**config.mk**
```make
export PLATFORM = sky130hd
export DESIGN_NAME = rational_arith_reduce_core
export DESIGN_NICKNAME = d
export VERILOG_FILES = /design/src/rtl/rar_pkg.sv /design/src/rtl/rar_engine.sv /design/src/rtl/rational_arith_reduce_core.sv
export SDC_FILE = /design/constraint.sdc
export NUM_CORES = 2
export LEC_CHECK = 0
export BUFFER_PORTS_ARGS = -buffer_cell sky130_fd_sc_hd__buf_4
export CAP_MARGIN = 20
export CORE_MARGIN = 2
export CORE_UTILIZATION = 50
export CTS_BUF_LIST = sky130_fd_sc_hd__clkbuf_8
export DETAILED_ROUTE_END_ITERATION = 6
export GPL_TIMING_DRIVEN = 0
export PLACE_DENSITY_LB_ADDON = 0.15
export SLEW_MARGIN = 30
export SYNTH_ARGS = -nofsm -noshare
export SYNTH_HDL_FRONTEND = slang
export SYNTH_SLANG_ARGS = --single-unit
```
**constraint.sdc**
```tcl
create_clock -name clk -period 13.7 [get_ports clk]
set_input_delay 0.685 -clock clk [delete_from_list [all_inputs] [get_ports clk]]
set_output_delay 0.685 -clock clk [all_outputs]
set_load 0.01 [all_outputs]
```
**src/rtl/rar_pkg.sv**
```systemverilog
// ----------------------------------------------------------------------------
// rar_pkg: shared definitions for the rational arithmetic reduce core
// command codes, result widths and the control structs between core and engine
// ----------------------------------------------------------------------------
`default_nettype none

package rar_pkg;

  localparam int unsigned CMD_W        = 2;
  localparam int unsigned NUM_W        = 33;
  localparam int unsigned DEN_W        = 32;
  localparam int unsigned OPERAND_W_DF = 16;

  localparam logic [CMD_W-1:0] CMD_ADD = 2'd0;
  localparam logic [CMD_W-1:0] CMD_SUB = 2'd1;
  localparam logic [CMD_W-1:0] CMD_MUL = 2'd2;
  localparam logic [CMD_W-1:0] CMD_DIV = 2'd3;

  typedef struct packed {
    logic start;
    logic ack;
  } rar_ctl_t;

  typedef struct packed {
    logic busy;
    logic done;
    logic zero;
  } rar_stat_t;

endpackage

`default_nettype wire

```
**src/rtl/rar_engine.sv**
```systemverilog
// ----------------------------------------------------------------------------
// rar_engine: sequenced cross products, binary gcd and two restoring divides
// one multiplier and one shared subtract/compare unit under a small fsm
// ----------------------------------------------------------------------------
`default_nettype none

module rar_engine #(
  parameter int unsigned OPERAND_WIDTH = rar_pkg::OPERAND_W_DF
) (
  input  wire logic                            clk,
  input  wire logic                            rst_n,
  input  wire rar_pkg::rar_ctl_t               ctl,
  input  wire logic [rar_pkg::CMD_W-1:0]       cmd,
  input  wire logic signed [OPERAND_WIDTH-1:0] a_num,
  input  wire logic signed [OPERAND_WIDTH-1:0] a_den,
  input  wire logic signed [OPERAND_WIDTH-1:0] b_num,
  input  wire logic signed [OPERAND_WIDTH-1:0] b_den,
  output rar_pkg::rar_stat_t                   stat,
  output logic signed [rar_pkg::NUM_W-1:0]     res_num,
  output logic signed [rar_pkg::DEN_W-1:0]     res_den
);
  import rar_pkg::*;

  localparam int unsigned OW = OPERAND_WIDTH;
  localparam int unsigned RW = (2*OW + 1 > 64) ? 64 : 2*OW + 1;
  localparam int unsigned CW = $clog2(RW + 1);

  localparam logic [2:0] S_IDLE = 3'd0;
  localparam logic [2:0] S_MUL  = 3'd1;
  localparam logic [2:0] S_FORM = 3'd2;
  localparam logic [2:0] S_GCD  = 3'd3;
  localparam logic [2:0] S_DIVN = 3'd4;
  localparam logic [2:0] S_DIVD = 3'd5;
  localparam logic [2:0] S_DONE = 3'd6;

  logic [2:0]           state_r, state_nxt;
  logic [CW-1:0]        cnt_r, cnt_nxt;
  logic [CW-1:0]        k_r, k_nxt;
  logic [CMD_W-1:0]     cmd_r;
  logic signed [OW-1:0] an_r, ad_r, bn_r, bd_r;
  logic signed [RW-1:0] p0_r, p1_r, p2_r, p0_nxt, p1_nxt, p2_nxt;
  logic signed [RW-1:0] num_r, den_r, num_nxt, den_nxt;
  logic [RW-1:0]        mn_r, md_r, mn_nxt, md_nxt;
  logic [RW-1:0]        u_r, v_r, u_nxt, v_nxt;
  logic [RW-1:0]        g_r, g_nxt;
  logic [RW-1:0]        rem_r, rem_nxt, dq_r, dq_nxt, qn_r, qn_nxt;
  logic                 zero_r, zero_nxt;
  logic signed [NUM_W-1:0] rn_r, rn_nxt;
  logic signed [DEN_W-1:0] rd_r, rd_nxt;

  logic signed [OW-1:0]   mx, my;
  logic signed [2*OW-1:0] prod;
  logic signed [RW-1:0]   pext;
  logic [RW:0]            sub_a, sub_b;
  logic [RW+1:0]          diff;
  logic                   borrow;
  logic [RW-1:0]          dq_step;
  logic signed [RW:0]     sq_num, sq_den;

  // shared multiplier
  always_comb begin
    mx = an_r;
    my = bd_r;
    if (cnt_r == CW'(0)) begin
      mx = an_r;
      my = (cmd_r == CMD_MUL) ? bn_r : bd_r;
    end else if (cnt_r == CW'(1)) begin
      mx = ad_r;
      my = bn_r;
    end else begin
      mx = ad_r;
      my = (cmd_r == CMD_DIV) ? bn_r : bd_r;
    end
  end

  assign prod = mx * my;
  assign pext = RW'(prod);

  // shared subtract/compare unit
  always_comb begin
    if (state_r == S_GCD) begin
      sub_a = {1'b0, u_r};
      sub_b = {1'b0, v_r};
    end else begin
      sub_a = {rem_r, dq_r[RW-1]};
      sub_b = {1'b0, g_r};
    end
  end

  assign diff    = {1'b0, sub_a} - {1'b0, sub_b};
  assign borrow  = diff[RW+1];
  assign dq_step = {dq_r[RW-2:0], ~borrow};

  always_comb begin
    sq_num = num_r[RW-1] ? -$signed({1'b0, qn_r}) : $signed({1'b0, qn_r});
    sq_den = den_r[RW-1] ? -$signed({1'b0, dq_step}) : $signed({1'b0, dq_step});
  end

  always_comb begin
    state_nxt = state_r;
    cnt_nxt   = cnt_r;
    k_nxt     = k_r;
    p0_nxt    = p0_r;
    p1_nxt    = p1_r;
    p2_nxt    = p2_r;
    num_nxt   = num_r;
    den_nxt   = den_r;
    mn_nxt    = mn_r;
    md_nxt    = md_r;
    u_nxt     = u_r;
    v_nxt     = v_r;
    g_nxt     = g_r;
    rem_nxt   = rem_r;
    dq_nxt    = dq_r;
    qn_nxt    = qn_r;
    zero_nxt  = zero_r;
    rn_nxt    = rn_r;
    rd_nxt    = rd_r;
    unique case (state_r)
      S_IDLE: begin
        if (ctl.start) begin
          state_nxt = S_MUL;
          cnt_nxt   = '0;
        end
      end
      S_MUL: begin
        if (cnt_r == CW'(0)) p0_nxt = pext;
        else if (cnt_r == CW'(1)) p1_nxt = pext;
        else p2_nxt = pext;
        if (cnt_r == CW'(2)) begin
          state_nxt = S_FORM;
          cnt_nxt   = '0;
        end else begin
          cnt_nxt = cnt_r + CW'(1);
        end
      end
      S_FORM: begin
        case (cmd_r)
          CMD_ADD: num_nxt = p0_r + p1_r;
          CMD_SUB: num_nxt = p0_r - p1_r;
          default: num_nxt = p0_r;
        endcase
        den_nxt   = p2_r;
        mn_nxt    = num_nxt[RW-1] ? RW'(-num_nxt) : RW'(num_nxt);
        md_nxt    = p2_r[RW-1] ? RW'(-p2_r) : RW'(p2_r);
        u_nxt     = mn_nxt;
        v_nxt     = md_nxt;
        k_nxt     = '0;
        zero_nxt  = 1'b0;
        state_nxt = S_GCD;
      end
      S_GCD: begin
        if (u_r == '0 && v_r == '0) begin
          zero_nxt  = 1'b1;
          rn_nxt    = '0;
          rd_nxt    = '0;
          state_nxt = S_DONE;
        end else if (u_r == '0 || v_r == '0) begin
          g_nxt     = (u_r == '0) ? (v_r << k_r) : (u_r << k_r);
          rem_nxt   = '0;
          dq_nxt    = mn_r;
          cnt_nxt   = '0;
          state_nxt = S_DIVN;
        end else if (!u_r[0] && !v_r[0]) begin
          u_nxt = u_r >> 1;
          v_nxt = v_r >> 1;
          k_nxt = k_r + CW'(1);
        end else if (!u_r[0]) begin
          u_nxt = u_r >> 1;
        end else if (!v_r[0]) begin
          v_nxt = v_r >> 1;
        end else if (borrow) begin
          u_nxt = v_r;
          v_nxt = u_r;
        end else begin
          u_nxt = diff[RW-1:0];
        end
      end
      S_DIVN, S_DIVD: begin
        rem_nxt = borrow ? sub_a[RW-1:0] : diff[RW-1:0];
        dq_nxt  = dq_step;
        cnt_nxt = cnt_r + CW'(1);
        if (cnt_r == CW'(RW - 1)) begin
          cnt_nxt = '0;
          rem_nxt = '0;
          if (state_r == S_DIVN) begin
            qn_nxt    = dq_step;
            dq_nxt    = md_r;
            state_nxt = S_DIVD;
          end else begin
            rn_nxt    = NUM_W'(sq_num);
            rd_nxt    = DEN_W'(sq_den);
            state_nxt = S_DONE;
          end
        end
      end
      S_DONE: begin
        if (ctl.ack) state_nxt = S_IDLE;
      end
      default: state_nxt = S_IDLE;
    endcase
  end

  always_ff @(posedge clk) begin
    if (!rst_n) begin
      state_r <= S_IDLE;
      cnt_r   <= '0;
      k_r     <= '0;
      zero_r  <= 1'b0;
    end else begin
      state_r <= state_nxt;
      cnt_r   <= cnt_nxt;
      k_r     <= k_nxt;
      zero_r  <= zero_nxt;
    end
  end

  always_ff @(posedge clk) begin
    if (state_r == S_IDLE && ctl.start) begin
      cmd_r <= cmd;
      an_r  <= a_num;
      ad_r  <= a_den;
      bn_r  <= b_num;
      bd_r  <= b_den;
    end
    p0_r  <= p0_nxt;
    p1_r  <= p1_nxt;
    p2_r  <= p2_nxt;
    num_r <= num_nxt;
    den_r <= den_nxt;
    mn_r  <= mn_nxt;
    md_r  <= md_nxt;
    u_r   <= u_nxt;
    v_r   <= v_nxt;
    g_r   <= g_nxt;
    rem_r <= rem_nxt;
    dq_r  <= dq_nxt;
    qn_r  <= qn_nxt;
    rn_r  <= rn_nxt;
    rd_r  <= rd_nxt;
  end

  assign stat.busy = (state_r != S_IDLE);
  assign stat.done = (state_r == S_DONE);
  assign stat.zero = zero_r;
  assign res_num   = rn_r;
  assign res_den   = rd_r;

  a_div_nonzero: assert property (@(posedge clk) disable iff (!rst_n)
    (state_r == S_DIVN || state_r == S_DIVD) |-> (g_r != '0))
    else $error("divide by zero gcd");

  a_mul_count: assert property (@(posedge clk) disable iff (!rst_n)
    (state_r == S_MUL) |-> (cnt_r < CW'(3)))
    else $error("product count overrun");

  a_start_mul: assert property (@(posedge clk) disable iff (!rst_n)
    (state_r == S_IDLE && ctl.start) |=> (state_r == S_MUL))
    else $error("start not taken");

endmodule

`default_nettype wire

```
**src/rtl/rational_arith_reduce_core.sv**
```systemverilog
// ----------------------------------------------------------------------------
// rational_arith_reduce_core: fraction add/sub/mul/div with gcd reduction
// stream front end with a result register around the sequenced engine
// ----------------------------------------------------------------------------
//  channel  dir  tdata fields (low bit up)                     tuser
//  in       in   command, a_num, a_den, b_num, b_den, pad      -
//  out      out  result_num, result_den, pad                   zero_gcd
//
//  one transaction runs the three cross products, a form step, the binary gcd loop and
//  two restoring divides of RW quotient bits each, then a done state;
//  RW = 2*OPERAND_WIDTH+1 (max 64); the gcd loop and the two restoring divides
//  share the one subtractor
//  in_tready is low while the engine works; a finished result waits in the engine
//  while the output register is still full, and in_tready stays low until it moves
//  reset is synchronous, active low, and empties the result register
// ----------------------------------------------------------------------------
`default_nettype none

module rational_arith_reduce_core #(
  parameter int unsigned OPERAND_WIDTH = rar_pkg::OPERAND_W_DF
) (
  input  wire logic                                      clk,
  input  wire logic                                      rst_n,
  input  wire logic                                      in_tvalid,
  output logic                                           in_tready,
  // command, a_num, a_den, b_num, b_den, zero pad
  input  wire logic [((2+4*OPERAND_WIDTH+7)/8)*8-1:0]    in_tdata,
  output logic                                           out_tvalid,
  input  wire logic                                      out_tready,
  // result_num, result_den, zero pad
  output logic [((rar_pkg::NUM_W+rar_pkg::DEN_W+7)/8)*8-1:0] out_tdata,
  // zero_gcd
  output logic [0:0]                                     out_tuser
);
  import rar_pkg::*;

  localparam int unsigned OW    = OPERAND_WIDTH;
  localparam int unsigned OUT_W = ((NUM_W + DEN_W + 7) / 8) * 8;

  rar_ctl_t  ctl;
  rar_stat_t stat;
  logic signed [NUM_W-1:0] res_num;
  logic signed [DEN_W-1:0] res_den;
  logic                    load;

  logic             out_valid_r;
  logic [OUT_W-1:0] out_data_r;
  logic             out_zero_r;

  assign in_tready = !stat.busy;
  assign load      = stat.done && (!out_valid_r || out_tready);
  assign ctl.start = in_tvalid && in_tready;
  assign ctl.ack   = load;

  rar_engine #(
    .OPERAND_WIDTH(OPERAND_WIDTH)
  ) u_engine (
    .clk    (clk),
    .rst_n  (rst_n),
    .ctl    (ctl),
    .cmd    (in_tdata[CMD_W-1:0]),
    .a_num  ($signed(in_tdata[CMD_W+OW-1:CMD_W])),
    .a_den  ($signed(in_tdata[CMD_W+2*OW-1:CMD_W+OW])),
    .b_num  ($signed(in_tdata[CMD_W+3*OW-1:CMD_W+2*OW])),
    .b_den  ($signed(in_tdata[CMD_W+4*OW-1:CMD_W+3*OW])),
    .stat   (stat),
    .res_num(res_num),
    .res_den(res_den)
  );

  always_ff @(posedge clk) begin
    if (!rst_n) begin
      out_valid_r <= 1'b0;
    end else if (load) begin
      out_valid_r <= 1'b1;
    end else if (out_tready) begin
      out_valid_r <= 1'b0;
    end
  end

  always_ff @(posedge clk) begin
    if (load) begin
      out_data_r <= OUT_W'({res_den, res_num});
      out_zero_r <= stat.zero;
    end
  end

  assign out_tvalid   = out_valid_r;
  assign out_tdata    = out_data_r;
  assign out_tuser[0] = out_zero_r;

  a_busy_after_take: assert property (@(posedge clk) disable iff (!rst_n)
    (in_tvalid && in_tready) |=> !in_tready)
    else $error("second transaction taken while busy");

  a_zero_result: assert property (@(posedge clk) disable iff (!rst_n)
    (out_tvalid && out_tuser[0]) |-> (out_tdata == '0))
    else $error("zero gcd flag with nonzero result");

  a_load_needs_done: assert property (@(posedge clk) disable iff (!rst_n)
    (out_tvalid && !$past(out_tvalid) && $past(rst_n)) |-> $past(stat.done))
    else $error("result without engine completion");

endmodule

`default_nettype wire

```
**After elaboration in Yosys (flattened, before gate mapping)**

Cells that the tools add are included.

- Register bits: 639
- Bits of input ports: 76
- Word-level logic and storage cells: 176

- Shifts and indexed selects: 2
- Add/subtract/negate cells: 9
- Multipliers: 1
- Multiplexer cells: 68
- Bitwise logic cells: 4
- Equality and inequality tests: 26
- Reductions and logical operators: 37

Operators with widths:

| operator | count |
|---|---|
| 2-to-1 mux 33 bit | 29 |
| one-hot mux 33 bit (2 select lines) | 6 |
| 2-to-1 mux 32 bit | 4 |
| 2-to-1 mux 16 bit | 5 |
| zero test 33 bit | 2 |
| negator 33 bit | 2 |
| left shift 33 x 6 -> 33 bit | 2 |
| one-hot mux 32 bit (2 select lines) | 1 |
| 2-to-1 mux 6 bit | 8 |
| subtractor 34 x 33 -> 35 bit | 1 |
| 2-to-1 mux 34 bit | 1 |
| adder 32 x 32 -> 33 bit | 1 |
| negator 32 -> 33 bit | 1 |
| subtractor 32 x 32 -> 33 bit | 1 |
| multiplier 16 x 16 -> 32 bit | 1 |
| negator 32 bit | 1 |
| one-hot mux 6 bit (4 select lines) | 1 |
| AND reduction 4 bit | 5 |
| 2-to-1 mux 3 bit | 6 |
| one-hot mux 3 bit (6 select lines) | 1 |
| AND reduction 3 bit | 6 |
| adder 6 x 1 -> 6 bit (second input constant) | 2 |
| inequality test 2 bit (second input constant) | 6 |
| one-hot mux 6 bit (2 select lines) | 1 |
| 28 further kinds | 53 |

**Longest topological paths before layout**

- Depth in word-level cells: 10
- Depth in mapped cells: 33

**By module**

Synthesis repeated with hierarchy kept, for this count alone.

- Cell total of the unflattened synthesis: 4013
- Area total of the unflattened synthesis: 41309.6 um^2

By module, submodules not included:

| module | cells each | sequential area each (um^2) | area an instance (um^2) | times used |
|---|---|---|---|---|
| rar_engine | 3933 | 15124.5 | 39213.9 | 1 |
| rational_arith_reduce_core | 80 | 2001.9 | 2095.8 | 1 |

**Least setup slack after synthesis**

Ideal clock, no wire load.

- Path type: register to register
- From: reg u_engine.cnt_r[2]
- To: reg u_engine.p0_r[31] (data pin)
- Setup time: 0.269 ns
- Cell stages (with the launch flop): 31
- Required time: 13.431 ns
- Slack: 5.388 ns
- Arrival time: 8.043 ns
- Clock period less this slack: 8.312 ns
- Path buffers: 2
- Cells stage by stage: dfxtp_1 > nor4_1 > nand2_1 > xor2_1 > o21ai_1 > clkbuf_1 > mux2i_1 > clkbuf_1 > nor2_1 > fa_1 > inv_1 > fa_1 > fa_1 > inv_1 > fa_1 > fa_1 > inv_1 > fa_1 > inv_1 > ha_1 > a21o_1 > a21oi_1 > o21bai_1 > o21ai_0 > a31oi_1 > o21ai_0 > o21ai_0 > nor3_1 > o21bai_1 > a21oi_1 > xnor2_1

- Cells in the longest elaborated chain, start to end: 4

RTL lines:

| item | RTL line | text |
|---|---|---|
| start, declared | rar_engine.sv:37 | `logic [CW-1:0] cnt_r, cnt_nxt;` |
| start signal, assigned | rar_engine.sv:212 | `cnt_r <= cnt_nxt;` |
| equality test 6 x 1 -> 1 bit | rar_engine.sv:67 | `end else if (cnt_r == CW'(1)) begin` |
| 2-to-1 mux 16 bit | rar_engine.sv:67 |  |
| 2-to-1 mux 16 bit | rar_engine.sv:64 | `if (cnt_r == CW'(0)) begin` |
| multiplier 16 x 16 -> 32 bit * | rar_engine.sv:76 | `assign prod = mx * my;` |
| named net u_engine.prod[31] | rar_engine.sv:52 | `logic signed [2*OW-1:0] prod;` |
| end signal, assigned | rar_engine.sv:226 | `p0_r <= p0_nxt;` |
| end, declared | rar_engine.sv:41 | `logic signed [RW-1:0] p0_r, p1_r, p2_r, p0_nxt, p1_nxt, p2_nxt;` |

Mark *: on every way through the listed nets, which the timed path passes. The rest lies on a longest branch.
A chain may end at the register's enable or synchronous reset.

**Worst setup path after layout**

- From: reg u_engine.cnt_r[2]
- To: reg u_engine.p1_r[31] (data pin)

- Cells in the longest elaborated chain, start to end: 4

RTL lines:

| item | RTL line | text |
|---|---|---|
| equality test 6 x 1 -> 1 bit | rar_engine.sv:67 |  |
| 2-to-1 mux 16 bit | rar_engine.sv:67 |  |
| 2-to-1 mux 16 bit | rar_engine.sv:64 |  |
| multiplier 16 x 16 -> 32 bit * | rar_engine.sv:76 |  |
| named net u_engine.prod[31] | rar_engine.sv:52 |  |
| end signal, assigned | rar_engine.sv:227 | `p1_r <= p1_nxt;` |
| end, declared | rar_engine.sv:41 |  |

Marked as above.

==> impl_metrics.csv <==
group,metric,value,unit
floorplan,ios,151,
sta,fmax,0.09009,GHz
worst_setup_path,cp_slowest_stage_delay,0.84,ns
worst_setup_path,crit_arrival,11.54,ns
worst_setup_path,crit_fanout,10,
sta,finalHoldViolCount,0,
clocking,cts_tree,"built",
synthesis,synthArstFlopShare,0,
worst_setup_path,critPathTopFamily,"adder cells",
floorplan,core,80550,µm²
sta,rsz0062_at_grt,"no",
worst_setup_path,cp.buffers_inverters,6,
cells_and_area,layout_commonest_cell,"edfxtp_1",
clocking,post_cts_buffers,0,
synthesis,synth-xor-area-share,0.05162,
drt,detail-route-antenna-nets,0,
synthesis,syn_area,40720,µm²
synthesis,synth_compound_area_frac,0.1157,
sta,worst_pin_slew,1.081,ns
synthesis,synthAdderAreaFrac,0.1789,
synthesis,synth-simple-area-share,0.1254,
clocking,clock_sinks,576,
worst_setup_path,worst_ep_required_time,14.14,ns
run_status,violations,"design-rule violations",
min_path,hp-class,"input pin to flop",
sta,slew_viol_final,0,
global_routing,grt_overflow,0,
clocking,cts_buffer_depth,3,
worst_setup_path,path_class,"flop to flop",
floorplan,dieHeight,289.4,µm
flow_run,maxCapViolations,0,
clocking,cts_buffers,96,
drt,drt_iter0_markers,2853,
synthesis,synth_flop_cell,"edfxtp_1",
drt,drt_first_pass_iters,7,
global_routing,grt_usage,0.2903,
floorplan,dieWidth,289.4,µm
synthesis,synth.area.mux_share,0.06123,
cells_and_area,fillers,6975,
placement,routabilityCongestion,1.033,
run_status,outcome,"complete, but fails checks",
cells_and_area,drive_above_1_share,0.09606,
placement,post-dp-hpwl,96820,µm
global_routing,grt_pass1_vias,30370,
floorplan,die-area,83740,µm²
clocking,cts_resized,0,
sta,skew,0.05528,ns
sta,setup_violations,0,
synthesis,yosys_warnings,0,
sta,timing.final.crit_share,0.8102,
clocking,path_clk_slew,0.06,ns
cells_and_area,syn_to_final_growth,11.81,%
floorplan,rows,104,
worst_setup_path,cpMostUsedCell,"fa_1",
cells_and_area,most-common-layout-cells,"559 x edfxtp_1, 473 x nand2_1, 409 x nor2_1",
drt,wl_per_cell,22.79,µm
synthesis,synth_top_family_by_area,"adder cells",
synthesis,seq_area_frac_synth,0.4206,
worst_setup_path,startpoint_type,"flop",
floorplan,initial_utilization,0.5056,
clocking,cts-root-buf,"clkbuf_8",
drt,vias_per_cell,5.791,
drt,route.detailed.drc,12,
synthesis,syn-instance-count,3896,
clocking,cts_hold_buf,0,
sta,period_minus_slack,11.10,ns
sta,slew_headroom,0.2589,
worst_setup_path,slowest_stage,"mux2i_1",
global_routing,antenna_found_initial,1,
placement,portBuffers,137,
synthesis,synth_cell_types,92,
sta,totalNegativeSetupSlack,0,ns
synthesis,ys_ff_latch,576,
worst_setup_path,end_kind,"flop",
synthesis,avgSynthCellArea,10.45,µm²
global_routing,grt_pass1_wl,181700,µm
synthesis,synth_edf_count,559,
clocking,clkLatencyLatePin,0.75,ns
drt,wl,120800,µm
clocking,h-tree-depth,3,
cells_and_area,nets,4658,
global_routing,grt_max_degree,53,
drt,via_count,30700,
metal layers:
layer,global-route usage,vias up,wire [µm]
met5,0,-,0
met4,0.1268,0,5832
met3,0.05425,323,9425
met2,0.4703,1357,55860
met1,0.3820,14870,49710
li1,-,14150,-
layout make-up:
type                            instances  area (µm²)  share of cell area
Inverter                              334        1254             0.02753
Tap cell                             1060        1326             0.02913
Multi-Input combinational cell       2831       21840              0.4797
Clock buffer                           96        1321             0.02902
Clock inverter                         81       549.3             0.01206
Buffer                                162       641.9             0.01410
Timing Repair Buffer                  157        1461             0.03210
Antenna cell                            4       10.01           0.0002198
Sequential cell                       576       17130              0.3761
cell usage after synthesis, types with 22 or more instances:
master	instances	area, µm²
nor3_1	36	180.2
nor2_1	413	1550
buf_1	25	93.84
or3_1	22	137.6
edfxtp_1	559	16790
xor2_1	126	1104
a211oi_1	40	300.3
nand3_1	42	210.2
nand2_1	473	1775
inv_1	331	1242
mux2i_1	185	1852
o21ai_0	167	835.8
o31ai_1	36	270.3
clkbuf_1	127	476.7
xnor2_1	114	998.5
mux2_2	49	551.8
a21o_1	69	518.0
nand2b_1	37	231.5
a21oi_1	259	1296
ha_1	160	2002
fa_1	264	5285
nor4_1	32	200.2
cell families (layout without fill, tap and decap cells):
family	Yosys count	count (layout)
XOR/XNOR	240	240
AO/OA/AOI/OAI	746	746
adder cells (fa/ha/maj)	424	424
AND/OR/NAND/NOR	1175	1175
multiplexers	238	238
buffers and inverters	496	830
other	1	12
flip-flops	576	576
sequential cells by signal, indices dropped and copies added, names as in the netlist, 6 cells and up:
| register | cells |
|---|---|
| u_engine.md_r | 33 |
| u_engine.ad_r | 16 |
| u_engine.u_r | 33 |
| u_engine.res_num | 33 |
| u_engine.g_r | 33 |
| u_engine.an_r | 16 |
| u_engine.p2_r | 32 |
| u_engine.bd_r | 16 |
| u_engine.k_r | 6 |
| u_engine.p0_r | 32 |
| out_tdata | 65 |
| u_engine.cnt_r | 6 |
| u_engine.mn_r | 33 |
| u_engine.bn_r | 16 |
| u_engine.rem_r | 33 |
| u_engine.v_r | 33 |
| u_engine.dq_r | 33 |
| u_engine.res_den | 32 |
| u_engine.p1_r | 32 |
| u_engine.qn_r | 33 |
through the flow:
stage	std cells	hold WS, ns	utilization	cell area [µm²]	setup slack (ns)
3_3_place_gp	5100	0.4021	0.5351	43100	1.900
5_1_grt	5299	0.07953	0.5652	45530	1.851
4_1_cts	5297	0.06247	0.5651	45520	2.471
2_1_floorplan	3903	0.4003	-	40750	5.388
3_5_place_dp	5120	0.4045	0.5419	43650	2.530
6_report	5301	0.1166	0.5653	45530	2.600
final timing paths:
check | end | cells after the start | start | slack, ns
setup reg to reg | u_engine.p1_r[31] | 30 | u_engine.cnt_r[2] | 2.60
setup / recovery | u_engine.p1_r[31] | 30 | u_engine.cnt_r[2] | 2.60
hold reg to reg | out_tdata[40] | 0 | u_engine.res_den[7] | 0.39
hold / removal | u_engine.ad_r[14] | 1 | in_tdata[32] | 0.12
Power is not shown: default switching activity piles up to over one toggle a cycle in this logic, so the estimate is an artifact.
